===== src/design/lprb_pkg.sv =====
`timescale 1ns / 1ps
`default_nettype none

package lprb_pkg;

  localparam int unsigned STATE_W     = 64;
  localparam int unsigned WORD_W      = 32;
  localparam int unsigned MUL_CHUNK_W = 16;
  localparam int unsigned MUL_STEPS   = STATE_W / MUL_CHUNK_W;
  localparam int unsigned MUL_IDX_W   = $clog2(MUL_STEPS);
  localparam int unsigned DIV_BITS    = 2;   // quotient bits retired per cycle
  localparam int unsigned DIV_CYCLES  = WORD_W / DIV_BITS;
  localparam int unsigned CNT_W       = $clog2(DIV_CYCLES);
  localparam int unsigned XSH         = 22;  // xorshift amount
  localparam int unsigned SHIFT_BASE  = 22;  // base of the variable shift

  localparam logic [STATE_W-1:0]   LCG_MULT = 64'h5851_F42D_4C95_7F2D;
  localparam logic [CNT_W-1:0]     DIV_LAST = CNT_W'(DIV_CYCLES - 1);
  localparam logic [MUL_IDX_W-1:0] MUL_LAST = MUL_IDX_W'(MUL_STEPS - 1);

  typedef enum logic [1:0] {
    ACT_RAW     = 2'd0,
    ACT_BOUNDED = 2'd1,
    ACT_RESTART = 2'd2
  } action_t;

  typedef enum logic [0:0] {
    CFG_START_STATE = 1'b0,
    CFG_STREAM_INCR = 1'b1
  } cfg_idx_t;

  typedef enum logic [1:0] {
    RES_WORD,
    RES_REM,
    RES_ZERO
  } res_sel_t;

  typedef enum logic {
    DIV_THRESH,
    DIV_WORD
  } div_sel_t;

  typedef enum logic [3:0] {
    ST_IDLE,
    ST_BCHK,
    ST_THR,
    ST_TSAVE,
    ST_MUL,
    ST_PERM,
    ST_CHK,
    ST_MOD,
    ST_DONE
  } state_t;

  typedef struct packed {
    logic                 load_bound;
    logic                 restart;
    logic                 mul_init;
    logic                 mul_step;
    logic [MUL_IDX_W-1:0] mul_idx;
    logic                 state_commit;
    logic                 div_init;
    div_sel_t             div_sel;
    logic                 div_step;
    logic                 thr_save;
    logic                 res_load;
    res_sel_t             res_sel;
  } lprb_cmd_t;

  typedef struct packed {
    logic bound_zero;
    logic below_thr;
  } lprb_sts_t;

endpackage

`default_nettype wire


===== src/design/lprb_if.sv =====
`timescale 1ns / 1ps
`default_nettype none

// Request channel: action and bound.
interface lprb_in_if;
  logic        valid;
  logic        ready;
  logic [1:0]  action;
  logic [31:0] bound;

  modport source (output valid, output action, output bound, input ready);
  modport sink   (input valid, input action, input bound, output ready);
endinterface

// Result channel: one 32-bit value.
interface lprb_out_if;
  logic        valid;
  logic        ready;
  logic [31:0] value;

  modport source (output valid, output value, input ready);
  modport sink   (input valid, input value, output ready);
endinterface

`default_nettype wire


===== src/design/lprb_ctrl.sv =====
`timescale 1ns / 1ps
`default_nettype none

module lprb_ctrl import lprb_pkg::*; (
  input  logic       clk,
  input  logic       rst_n,
  input  logic       in_valid,
  input  logic [1:0] in_action,
  output logic       in_ready,
  input  logic       out_ready,
  output logic       out_valid,
  output lprb_cmd_t  cmd,
  input  lprb_sts_t  sts
);

  state_t          state_r, state_nxt;
  logic [CNT_W-1:0] cnt_r, cnt_nxt;
  logic            bounded_r, bounded_nxt;
  res_sel_t        res_sel_r, res_sel_nxt;
  logic            out_valid_r, out_valid_nxt;

  always_ff @(posedge clk) begin
    if (!rst_n) begin
      state_r     <= ST_IDLE;
      cnt_r       <= '0;
      bounded_r   <= 1'b0;
      res_sel_r   <= RES_WORD;
      out_valid_r <= 1'b0;
    end else begin
      state_r     <= state_nxt;
      cnt_r       <= cnt_nxt;
      bounded_r   <= bounded_nxt;
      res_sel_r   <= res_sel_nxt;
      out_valid_r <= out_valid_nxt;
    end
  end

  always_comb begin
    state_nxt     = state_r;
    cnt_nxt       = cnt_r;
    bounded_nxt   = bounded_r;
    res_sel_nxt   = res_sel_r;
    out_valid_nxt = out_valid_r & ~out_ready;
    in_ready      = 1'b0;
    cmd           = '0;
    cmd.mul_idx   = cnt_r[MUL_IDX_W-1:0];
    cmd.res_sel   = res_sel_r;

    case (state_r)
      ST_IDLE: begin
        in_ready = 1'b1;
        if (in_valid) begin
          case (action_t'(in_action))
            ACT_RAW: begin
              cmd.mul_init = 1'b1;
              bounded_nxt  = 1'b0;
              cnt_nxt      = '0;
              state_nxt    = ST_MUL;
            end
            ACT_BOUNDED: begin
              cmd.load_bound = 1'b1;
              bounded_nxt    = 1'b1;
              state_nxt      = ST_BCHK;
            end
            ACT_RESTART: begin
              cmd.restart = 1'b1;
            end
            default: ;  // unused code: dropped
          endcase
        end
      end

      ST_BCHK: begin
        if (sts.bound_zero) begin
          res_sel_nxt = RES_ZERO;
          state_nxt   = ST_DONE;
        end else begin
          cmd.div_init = 1'b1;
          cmd.div_sel  = DIV_THRESH;
          cnt_nxt      = '0;
          state_nxt    = ST_THR;
        end
      end

      ST_THR: begin
        cmd.div_step = 1'b1;
        cnt_nxt      = cnt_r + 1'b1;
        if (cnt_r == DIV_LAST) begin
          state_nxt = ST_TSAVE;
        end
      end

      ST_TSAVE: begin
        cmd.thr_save = 1'b1;
        cmd.mul_init = 1'b1;
        cnt_nxt      = '0;
        state_nxt    = ST_MUL;
      end

      ST_MUL: begin
        cmd.mul_step = 1'b1;
        cnt_nxt      = cnt_r + 1'b1;
        if (cnt_r[MUL_IDX_W-1:0] == MUL_LAST) begin
          state_nxt = ST_PERM;
        end
      end

      ST_PERM: begin
        cmd.state_commit = 1'b1;
        state_nxt        = ST_CHK;
      end

      ST_CHK: begin
        if (!bounded_r) begin
          res_sel_nxt = RES_WORD;
          state_nxt   = ST_DONE;
        end else if (sts.below_thr) begin
          // biased draw: go around again
          cmd.mul_init = 1'b1;
          cnt_nxt      = '0;
          state_nxt    = ST_MUL;
        end else begin
          cmd.div_init = 1'b1;
          cmd.div_sel  = DIV_WORD;
          cnt_nxt      = '0;
          state_nxt    = ST_MOD;
        end
      end

      ST_MOD: begin
        cmd.div_step = 1'b1;
        cnt_nxt      = cnt_r + 1'b1;
        if (cnt_r == DIV_LAST) begin
          res_sel_nxt = RES_REM;
          state_nxt   = ST_DONE;
        end
      end

      ST_DONE: begin
        if (!out_valid_r || out_ready) begin
          cmd.res_load  = 1'b1;
          out_valid_nxt = 1'b1;
          state_nxt     = ST_IDLE;
        end
      end

      default: begin
        state_nxt = ST_IDLE;
      end
    endcase
  end

  assign out_valid = out_valid_r;

endmodule

`default_nettype wire


===== src/design/lprb_datapath.sv =====
`timescale 1ns / 1ps
`default_nettype none

module lprb_datapath import lprb_pkg::*; (
  input  logic               clk,
  input  logic               rst_n,
  input  logic               cfg_we,
  input  logic [0:0]         cfg_idx,
  input  logic [STATE_W-1:0] cfg_wdata,
  input  logic [WORD_W-1:0]  in_bound,
  input  lprb_cmd_t          cmd,
  output lprb_sts_t          sts,
  output logic [WORD_W-1:0]  out_value
);

  logic [STATE_W-1:0] start_r;
  logic [STATE_W-1:0] incr_r;
  logic [STATE_W-1:0] gen_state_r;
  logic [STATE_W-1:0] acc_r, acc_nxt;
  logic [WORD_W-1:0]  word_r, word_nxt;
  logic [WORD_W-1:0]  bound_r;
  logic [WORD_W-1:0]  thr_r;
  logic [WORD_W-1:0]  rem_r, rem_nxt;
  logic [WORD_W-1:0]  dvd_r, dvd_nxt;
  logic [WORD_W-1:0]  value_r;

  logic [MUL_CHUNK_W-1:0]         chunk;
  logic [STATE_W+MUL_CHUNK_W-1:0] prod;
  logic [STATE_W-1:0]             partial;

  // xorshift, variable shift by the top three bits, fold in upper half
  function automatic logic [WORD_W-1:0] permute(input logic [STATE_W-1:0] s);
    logic [STATE_W-1:0] mixed;
    logic [STATE_W-1:0] shifted;
    logic [5:0]         sh;
    mixed   = s ^ (s >> XSH);
    sh      = 6'(SHIFT_BASE) + {3'b000, s[STATE_W-1 -: 3]};
    shifted = mixed >> sh;
    return shifted[WORD_W-1:0] ^ s[STATE_W-1 -: WORD_W];
  endfunction

  // one 64x16 partial product per step, truncated mod 2^64
  always_comb begin
    chunk   = LCG_MULT[cmd.mul_idx*MUL_CHUNK_W +: MUL_CHUNK_W];
    prod    = (STATE_W+MUL_CHUNK_W)'(gen_state_r) * (STATE_W+MUL_CHUNK_W)'(chunk);
    partial = prod[STATE_W-1:0] << (cmd.mul_idx * MUL_CHUNK_W);
    acc_nxt = acc_r + partial;
  end

  assign word_nxt = permute(acc_r);

  // restoring remainder, DIV_BITS steps per cycle
  always_comb begin
    logic [WORD_W-1:0] r;
    logic [WORD_W-1:0] d;
    logic [WORD_W:0]   t;
    r = rem_r;
    d = dvd_r;
    for (int i = 0; i < DIV_BITS; i++) begin
      t = {r, d[WORD_W-1]};
      d = d << 1;
      if (t >= {1'b0, bound_r}) begin
        r = WORD_W'(t - {1'b0, bound_r});
      end else begin
        r = t[WORD_W-1:0];
      end
    end
    rem_nxt = r;
    dvd_nxt = d;
  end

  always_ff @(posedge clk) begin
    if (!rst_n) begin
      start_r     <= '0;
      incr_r      <= STATE_W'(1);
      gen_state_r <= '0;
    end else begin
      if (cfg_we) begin
        case (cfg_idx_t'(cfg_idx))
          CFG_START_STATE: start_r <= cfg_wdata;
          CFG_STREAM_INCR: incr_r  <= cfg_wdata;
          default: ;
        endcase
      end
      if (cmd.restart) begin
        gen_state_r <= start_r;
      end else if (cmd.state_commit) begin
        gen_state_r <= acc_r;
      end
    end
  end

  always_ff @(posedge clk) begin
    if (cmd.load_bound) begin
      bound_r <= in_bound;
    end
    if (cmd.mul_init) begin
      acc_r <= incr_r | STATE_W'(1);  // increment forced odd
    end else if (cmd.mul_step) begin
      acc_r <= acc_nxt;
    end
    if (cmd.state_commit) begin
      word_r <= word_nxt;
    end
    if (cmd.div_init) begin
      rem_r <= '0;
      dvd_r <= (cmd.div_sel == DIV_THRESH) ? ((~bound_r) + WORD_W'(1)) : word_r;
    end else if (cmd.div_step) begin
      rem_r <= rem_nxt;
      dvd_r <= dvd_nxt;
    end
    if (cmd.thr_save) begin
      thr_r <= rem_r;
    end
    if (cmd.res_load) begin
      case (cmd.res_sel)
        RES_WORD: value_r <= word_r;
        RES_REM:  value_r <= rem_r;
        RES_ZERO: value_r <= '0;
        default:  value_r <= '0;
      endcase
    end
  end

  assign sts.bound_zero = (bound_r == '0);
  assign sts.below_thr  = (word_r < thr_r);
  assign out_value      = value_r;

endmodule

`default_nettype wire


===== src/design/lcg_permuted_random_bounded_unit.sv =====
// A restart reloads the generator state and produces no result.
// Throughput: one request at a time, taken again once the result is loaded;
//   a radix-4 remainder unit and a 4-step 64x16 multiplier set it.
//   A held result stalls a finished draw in its last state until taken.
// Reset: synchronous, active low; state 0, start_state 0, stream_increment 1.
`timescale 1ns / 1ps
`default_nettype none

module lcg_permuted_random_bounded_unit import lprb_pkg::*; (
  input  logic               clk,
  input  logic               rst_n,
  lprb_in_if.sink            in_ch,
  lprb_out_if.source         out_ch,
  input  logic               cfg_we,
  input  logic [0:0]         cfg_idx,
  input  logic [STATE_W-1:0] cfg_wdata
);

  // controller <-> datapath
  lprb_cmd_t cmd;
  lprb_sts_t sts;

  logic out_valid;
  logic in_ready;
  logic [WORD_W-1:0] out_value;

  // Controller: sequences restart, threshold remainder, the multiply steps
  // of each draw, the rejection loop and the final remainder. It also owns
  // the result valid flag; a held result stalls a finished draw until taken.
  lprb_ctrl u_ctrl (
    .clk       (clk),
    .rst_n     (rst_n),
    .in_valid  (in_ch.valid),
    .in_action (in_ch.action),
    .in_ready  (in_ready),
    .out_ready (out_ch.ready),
    .out_valid (out_valid),
    .cmd       (cmd),
    .sts       (sts)
  );

  // Datapath: config registers, generator state, multiply accumulator,
  // output permutation, shared remainder unit and the result register.
  lprb_datapath u_dp (
    .clk       (clk),
    .rst_n     (rst_n),
    .cfg_we    (cfg_we),
    .cfg_idx   (cfg_idx),
    .cfg_wdata (cfg_wdata),
    .in_bound  (in_ch.bound),
    .cmd       (cmd),
    .sts       (sts),
    .out_value (out_value)
  );

  assign in_ch.ready  = in_ready;
  assign out_ch.valid = out_valid;
  assign out_ch.value = out_value;

endmodule

`default_nettype wire


===== src/flat_wrapper.sv =====
// flat-port wrapper written by rule: the top's interface ports become plain ports
module lcg_permuted_random_bounded_unit_flat import lprb_pkg::*;
  (clk, rst_n, cfg_we, cfg_idx, cfg_wdata, in_ch_valid, in_ch_action, in_ch_bound, in_ch_ready, out_ch_valid, out_ch_value, out_ch_ready);
  lprb_in_if in_ch_i ();
  lprb_out_if out_ch_i ();
  input  logic clk;
  input  logic rst_n;
  input  logic cfg_we;
  input  logic [0:0] cfg_idx;
  input  logic [STATE_W-1:0] cfg_wdata;
  input wire logic [$bits(in_ch_i.valid)-1:0] in_ch_valid;
  input wire logic [$bits(in_ch_i.action)-1:0] in_ch_action;
  input wire logic [$bits(in_ch_i.bound)-1:0] in_ch_bound;
  output wire logic [$bits(in_ch_i.ready)-1:0] in_ch_ready;
  output wire logic [$bits(out_ch_i.valid)-1:0] out_ch_valid;
  output wire logic [$bits(out_ch_i.value)-1:0] out_ch_value;
  input wire logic [$bits(out_ch_i.ready)-1:0] out_ch_ready;
  assign in_ch_i.valid = in_ch_valid;
  assign in_ch_i.action = in_ch_action;
  assign in_ch_i.bound = in_ch_bound;
  assign in_ch_ready = in_ch_i.ready;
  assign out_ch_valid = out_ch_i.valid;
  assign out_ch_value = out_ch_i.value;
  assign out_ch_i.ready = out_ch_ready;
  lcg_permuted_random_bounded_unit u_core (.clk(clk), .rst_n(rst_n), .in_ch(in_ch_i), .out_ch(out_ch_i), .cfg_we(cfg_we), .cfg_idx(cfg_idx), .cfg_wdata(cfg_wdata));
endmodule

===== config.mk =====
export PLATFORM = sky130hd
export DESIGN_NAME = lcg_permuted_random_bounded_unit_flat
export DESIGN_NICKNAME = d
export VERILOG_FILES = /design/src/design/lprb_pkg.sv /design/src/design/lprb_if.sv /design/src/design/lprb_ctrl.sv /design/src/design/lprb_datapath.sv /design/src/design/lcg_permuted_random_bounded_unit.sv /design/src/flat_wrapper.sv
export SDC_FILE = /design/constraint.sdc
export NUM_CORES = 2
export LEC_CHECK = 0
export CORE_UTILIZATION = 30
export DETAILED_ROUTE_END_ITERATION = 10
export DONT_BUFFER_PORTS = 1
export PLACE_DENSITY = 0.45
export SYNTH_ARGS = -nofsm -noshare
export SYNTH_HDL_FRONTEND = slang
export SYNTH_SLANG_ARGS = --single-unit

===== constraint.sdc =====
create_clock -name clk -period 14.1 [get_ports clk]
set_input_delay 2.115 -clock clk [delete_from_list [all_inputs] [get_ports clk]]
set_output_delay 2.115 -clock clk [all_outputs]
set_load 0.01 [all_outputs]

# == Yosys cells after proc, flatten, opt, wreduce, memory -nomap -nowiden ==
# Index checks and enable logic that the tools add are counted.
# totals
regBits,460
input_bits,104
output_inout_bits,34
elab_cells,130
# op_classes
addsub,6
mul,1
n_lt_le_gt_ge,3
eq_ne,24
n_shift,3
mux,51
bitwise,6
n_reduce_logical,20
# ops
operator,count
64-bit 2-to-1 mux,4
32-bit 2-to-1 mux,5
33-bit by 32-bit greater-or-equal comparator with 1-bit output,2
64-bit adder,1
64-bit by 16-bit multiplier with 64-bit output,1
32-bit one-hot mux with 2 select lines,1
64-bit by 7-bit variable part select with 16-bit output (first input constant),1
64-bit by 6-bit << shifter with 64-bit output,1
64-bit by 6-bit right shift with 32-bit output,1
32-bit subtractor,2
64-bit by 42-bit XOR with 64-bit output,1
4-bit 2-to-1 mux,11
4-bit one-hot mux with 9 select lines,1
32-bit by 1-bit adder with 32-bit output (second input constant),1
32-bit logical NOT,1
32-bit < comparator,1
32-bit inverter,1
32-bit XOR,1
4-bit one-hot mux with 5 select lines,1
4-bit by 3-bit equality test with 1-bit output (second input constant),4
2-bit 2-to-1 mux,8
2-bit inequality test (second input constant),8
1-bit 2-to-1 mux,14
4-bit by 2-bit equality test with 1-bit output (second input constant),2
30 further kinds,40

# == Longest topological paths before layout ==
# depth
ltp_word,6
ltp_mapped,49
mapped_depth_nobuf,43

# == Modules after synthesis ==
# A second synthesis with hierarchy kept.
# unflattened
hier_cells,5964
area_unflattened_um2,53681.5
# modules_own_cells
mod,n_inst,cells_each,area_per_inst_um2,seq_area_each_um2
lprb_datapath,1,5855,52795.6,11180.7
lprb_ctrl,1,109,885.8,240.2

# == Worst setup path after synthesis ==
# No wires, ideal clock.
# synth_path
path_kind,flip-flop to flip-flop
from,register u_core.u_ctrl.cnt_r[0]
to,register u_core.u_dp.acc_r[63] (data pin)
setup_ns,0.265
arrival_time_ns,10.225
required_time_ns,13.835
slack_ns,3.610
stages_incl_launch_ff,48
path_buffers,6
period_less_slack_ns,10.490
path_cell_list,dfxtp_1 > clkbuf_1 > clkinv_1 > buf_1 > buf_1 > ha_1 > clkbuf_1 > clkbuf_1 > clkbuf_1 > and2_1 > nor2_1 > inv_1 > fa_1 > inv_1 > fa_1 > inv_1 > fa_1 > fa_1 > [... 12 more ...] > nor3_1 > xnor2_1 > nor2_1 > a21oi_1 > o22ai_1 > ha_1 > a21oi_1 > o21ai_0 > a221oi_1 > o21ai_0 > a31o_2 > a31o_2 > a31oi_2 > o21ai_1 > a41oi_2 > xor2_1 > xnor2_1 > o21ai_1
# synth_between
elab_chain_len,6
# synth_rtl
item,line_no,rtl
from (decl),lprb_ctrl.sv:17,"logic [CNT_W-1:0] cnt_r, cnt_nxt;"
from (signal assigned),lprb_ctrl.sv:31,cnt_r <= cnt_nxt;
64-bit by 7-bit variable part select with 16-bit output,lprb_datapath.sv:44,chunk = LCG_MULT[cmd.mul_idx*MUL_CHUNK_W +: MUL_CHUNK_W];
64-bit by 16-bit multiplier with 64-bit output,lprb_datapath.sv:45,prod = (STATE_W+MUL_CHUNK_W)'(gen_state_r) * (STATE_W+MUL_CHUNK_W)'(chunk);
64-bit by 6-bit << shifter with 64-bit output (*),lprb_datapath.sv:46,partial = prod[STATE_W-1:0] << (cmd.mul_idx * MUL_CHUNK_W);
64-bit adder (*),lprb_datapath.sv:47,acc_nxt = acc_r + partial;
64-bit 2-to-1 mux (*),lprb_datapath.sv:99,end else if (cmd.mul_step) begin
64-bit 2-to-1 mux (*),lprb_datapath.sv:97,if (cmd.mul_init) begin
to (signal assigned),lprb_datapath.sv:98,acc_r <= incr_r | STATE_W'(1);
to (signal assigned),lprb_datapath.sv:100,acc_r <= acc_nxt;
to (decl),lprb_datapath.sv:19,"logic [STATE_W-1:0] acc_r, acc_nxt;"
# Every way passes the cells marked *; elsewhere a longest branch is shown, timed or not. The select of a mux whose other input is x is not followed.
# A chain may end at the register's enable or synchronous reset.

# == Worst setup path in the final report ==
# layout_path
from,register u_core.u_ctrl.cnt_r[0]
to,register u_core.u_dp.acc_r[62] (data pin)
# Same word-level chain as after synthesis.

==> flow_metrics.tcl <==
set metrics [dict create \
    drive_gt1_share_pct 4.74 \
    wl_mm 192 \
    worstReg2RegStart "u_core.u_ctrl.cnt_r[0]$_SDFFE_PN0P_" \
    yosysMostFrequentCell "inv_1" \
    synth_area_per_cell_sq_um 9.06 \
    synth_top_cell_by_area "fa_1" \
    final.setup.tns_ns 0 \
    clk_latency_ns 0.76 \
    gp_routability_congestion 0.938 \
    seq_area_frac_synth_pct 21.4 \
    synthTopCellsByCount "inv_1 (858), nand2_1 (682), fa_1 (668)" \
    fillers 18500 \
    layout_setup_ws_ns 1.95 \
    rr_worst_depth 40 \
    hp-class "flip-flop to flip-flop" \
    cts_tree "done" \
    synth_top_area_share_pct 25.1 \
    dieArea_sq_mm 0.179 \
    hold_buffers 0 \
    first_pass_iters 9 \
    wire_per_inst_um 23.6 \
    vias_per_cell 5.03 \
    nNetsFinal 6840 \
    crit_path_end "u_core.u_dp.acc_r[62]$_DFFE_PP_" \
    port_buffers 0 \
    fin_cells 8118 \
    period_minus_slack_ns 12.15 \
    cp-start-kind "flip-flop" \
    synth_cell_type_count 101 \
    multi_input_area_sq_mm 0.0377 \
    worstPathRequired_ns 14.56 \
    rr_endpoint "u_core.u_dp.acc_r[62]$_DFFE_PP_" \
    grtUsageTotal_pct 21.2 \
    cp.arrival_ns 12.61 \
    drc 8 \
    worstMarginPinSlew_ns 1.22 \
    synthToLayoutAreaGrowth_pct 8.38 \
    rsz0062_at_grt "false" \
    ctsRootBufferMaster "clkbuf_16" \
    dpl_cell_area_sq_mm 0.0557 \
    numCtsBuffers 60 \
    syn_area_sq_mm 0.0533 \
    critPathCaptureType "flip-flop" \
    period_share_pct 86.2 \
    synth.area.top_cells "fa_1 (25%), edfxtp_1 (13%), dfxtp_1 (8.9%), ha_1 (8.0%), inv_1 (6.0%)" \
    synth_enable_flop_cells 223 \
    grt_pass1_wl_mm 284 \
    drv_slew 0 \
    ys_async_sr_fraction_pct 0 \
    path_clk_slew_ns 0.06 \
    synth_flop_cell "dfxtp_1" \
    dp.cells 8003 \
    relSlewSlack_pct 18.6 \
    cts_resized 0 \
    critical_path.startpoint "u_core.u_ctrl.cnt_r[0]$_SDFFE_PN0P_" \
    slowest_delay_ns 0.64 \
    start_util_pct 30.3 \
    dp_slack_ns 2.05 \
    clock_sinks 459 \
    die_w_um 424 \
    setup-violations-final 0 \
    ys_warn_count 0 \
    vias 40800 \
    synthCells 5890 \
    boundaryPins 138 \
    r2r_slack_ns 1.95 \
    clockBufferDepth 3 \
    rows 154 \
    cp_slowest_cell "or2_2" \
    grt_max_degree 201 \
    first_iter_violations 2859 \
    grt_pass1_vias 42000 \
    ctsHtreeMaxLevel 2 \
    max_freq_mhz 82.3 \
    max_cap_viol_count 0 \
    syn-num-nets 7005 \
    fin_skew_ns 0.104 \
    synth-seq-cells 459 \
    fin_area_sq_mm 0.0578 \
    hp-start "u_core.u_dp.incr_r[49]$_SDFFE_PN0P_" \
    antenna_left 0 \
    status "complete, but fails checks" \
    overflow 0 \
    worstSetupPathType "flip-flop to flip-flop" \
    hold_viol 0 \
    die_y_um 424 \
    regArea_sq_mm 0.0114 \
    antenna_found_initial 8 \
    cts_setup_buffers 0 \
    holdPathStages 2 \
    violations "design-rule violations" \
    cp_max_fo 48 \
    place_hpwl_mm 155 \
    coreArea_sq_mm 0.176 \
]
critical path, delay by kind of cell, from the launching register on:
family | cells | cell delay, ns
compound gates | 15 | 3.78
flops | 1 | 0.49
xor+xnor | 2 | 0.52
fa+ha+maj | 9 | 3.83
mux | 1 | 0.22
buf+inv | 5 | 0.93
simple gates | 8 | 2.06
routing by layer:
layer / vias to the layer above / global-route usage (%) / routed length (um)
met2: 937 / 35.7 / 91400
met5: - / 0 / 25
met4: 4 / 5.02 / 4720
met1: 20700 / 28.8 / 86700
met3: 196 / 2.74 / 8820
li1: 19000 / - / -
cell families (layout without fill, tap and decap cells):
family | Yosys count | count (layout) | share of synthesized area (%)
buffers and inverters | 1141 | 1027 | 8.10
adders and majority gates | 1011 | 1011 | 33.1
xor gates and xnor gates | 291 | 291 | 4.78
other | 0 | 2 | 0
and+or+nand+nor | 1679 | 1679 | 14.7
AOI/OAI and AO/OA | 1142 | 1142 | 14.4
muxes | 167 | 167 | 3.52
DFF | 459 | 459 | 21.4
worst min path at each step:
| stage | slack (ns) | end |
|---|---|---|
| 6_report | 0.46 | u_core.u_dp.incr_r[49]$_SDFFE_PN0P_ |
| 3_3_place_gp | 0.45 | u_core.u_dp.start_r[42]$_SDFFE_PN0P_ |
| 2_1_floorplan | 0.44 | u_core.u_dp.incr_r[19]$_SDFFE_PN0P_ |
| 5_1_grt | 0.49 | u_core.u_dp.incr_r[57]$_SDFFE_PN0P_ |
| 4_1_cts | 0.47 | u_core.u_dp.incr_r[47]$_SDFFE_PN0P_ |
| 3_5_place_dp | 0.46 | u_core.u_dp.incr_r[47]$_SDFFE_PN0P_ |
cells in the final DEF (no fill, tap or decap), types with 16 or more instances in the layout:
| cell | Yosys | routed |
|---|---|---|
| nand2b_1 | 137 | 135 |
| inv_1 | 858 | 858 |
| o21ai_1 | 35 | 35 |
| o21bai_1 | 24 | 23 |
| nor2_1 | 376 | 374 |
| a21o_1 | 119 | 119 |
| xnor2_1 | 190 | 190 |
| nand3_1 | 50 | 50 |
| nor3_1 | 42 | 40 |
| o211a_1 | 64 | 64 |
| o22ai_1 | 23 | 23 |
| or2_2 | 27 | 27 |
| clkbuf_16 | 0 | 61 |
| a21oi_1 | 290 | 290 |
| o21ai_0 | 193 | 193 |
| edfxtp_1 | 223 | 223 |
| and3_1 | 26 | 25 |
| nand4_1 | 43 | 43 |
| mux2i_1 | 145 | 145 |
| ha_1 | 343 | 336 |
| mux4_2 | 16 | 16 |
| fa_1 | 668 | 668 |
| a21boi_0 | 135 | 135 |
| and2_1 | 180 | 179 |
| o211ai_1 | 51 | 51 |
| nand2_1 | 682 | 681 |
| xor2_1 | 101 | 101 |
| o21a_1 | 28 | 28 |
| dfxtp_1 | 236 | 233 |
| a31oi_1 | 37 | 37 |
| buf_4 | 1 | 47 |
| nor2b_1 | 62 | 59 |
flip-flops by register name, indices dropped and copies added, names as in the netlist, 2 cells and up:
name	count
u_core.u_ctrl.cnt_r	4
u_core.u_ctrl.res_sel_r	2
u_core.u_ctrl.state_r	4
u_core.u_dp.acc_r	64
u_core.u_dp.bound_r	32
u_core.u_dp.dvd_r	32
u_core.u_dp.gen_state_r	64
u_core.u_dp.incr_r	63
u_core.u_dp.out_value	32
u_core.u_dp.rem_r	32
u_core.u_dp.start_r	64
u_core.u_dp.thr_r	32
u_core.u_dp.word_r	32
stage by stage:
step                utilization, %  hold WS, ns
global route                  32.8        0.490
CTS                           32.8        0.467
finish                        32.8        0.463
global placement              31.6        0.455
detailed placement            31.6        0.458
floorplan                        -        0.443
cell type report:
| cell class | instances | area share (%) |
|---|---|---|
| clock inverter | 42 | 0.855 |
| multi-input combinational | 4290 | 65.2 |
| clock buffer | 71 | 2.81 |
| antenna | 2 | 0.00866 |
| inverter | 867 | 5.64 |
| tap | 2340 | 5.06 |
| sequential | 459 | 19.8 |
| timing repair buffer | 47 | 0.610 |
Power is left out: the tool's default activity adds up to more than one toggle a clock period on the data nets, which glitch-free logic cannot reach.
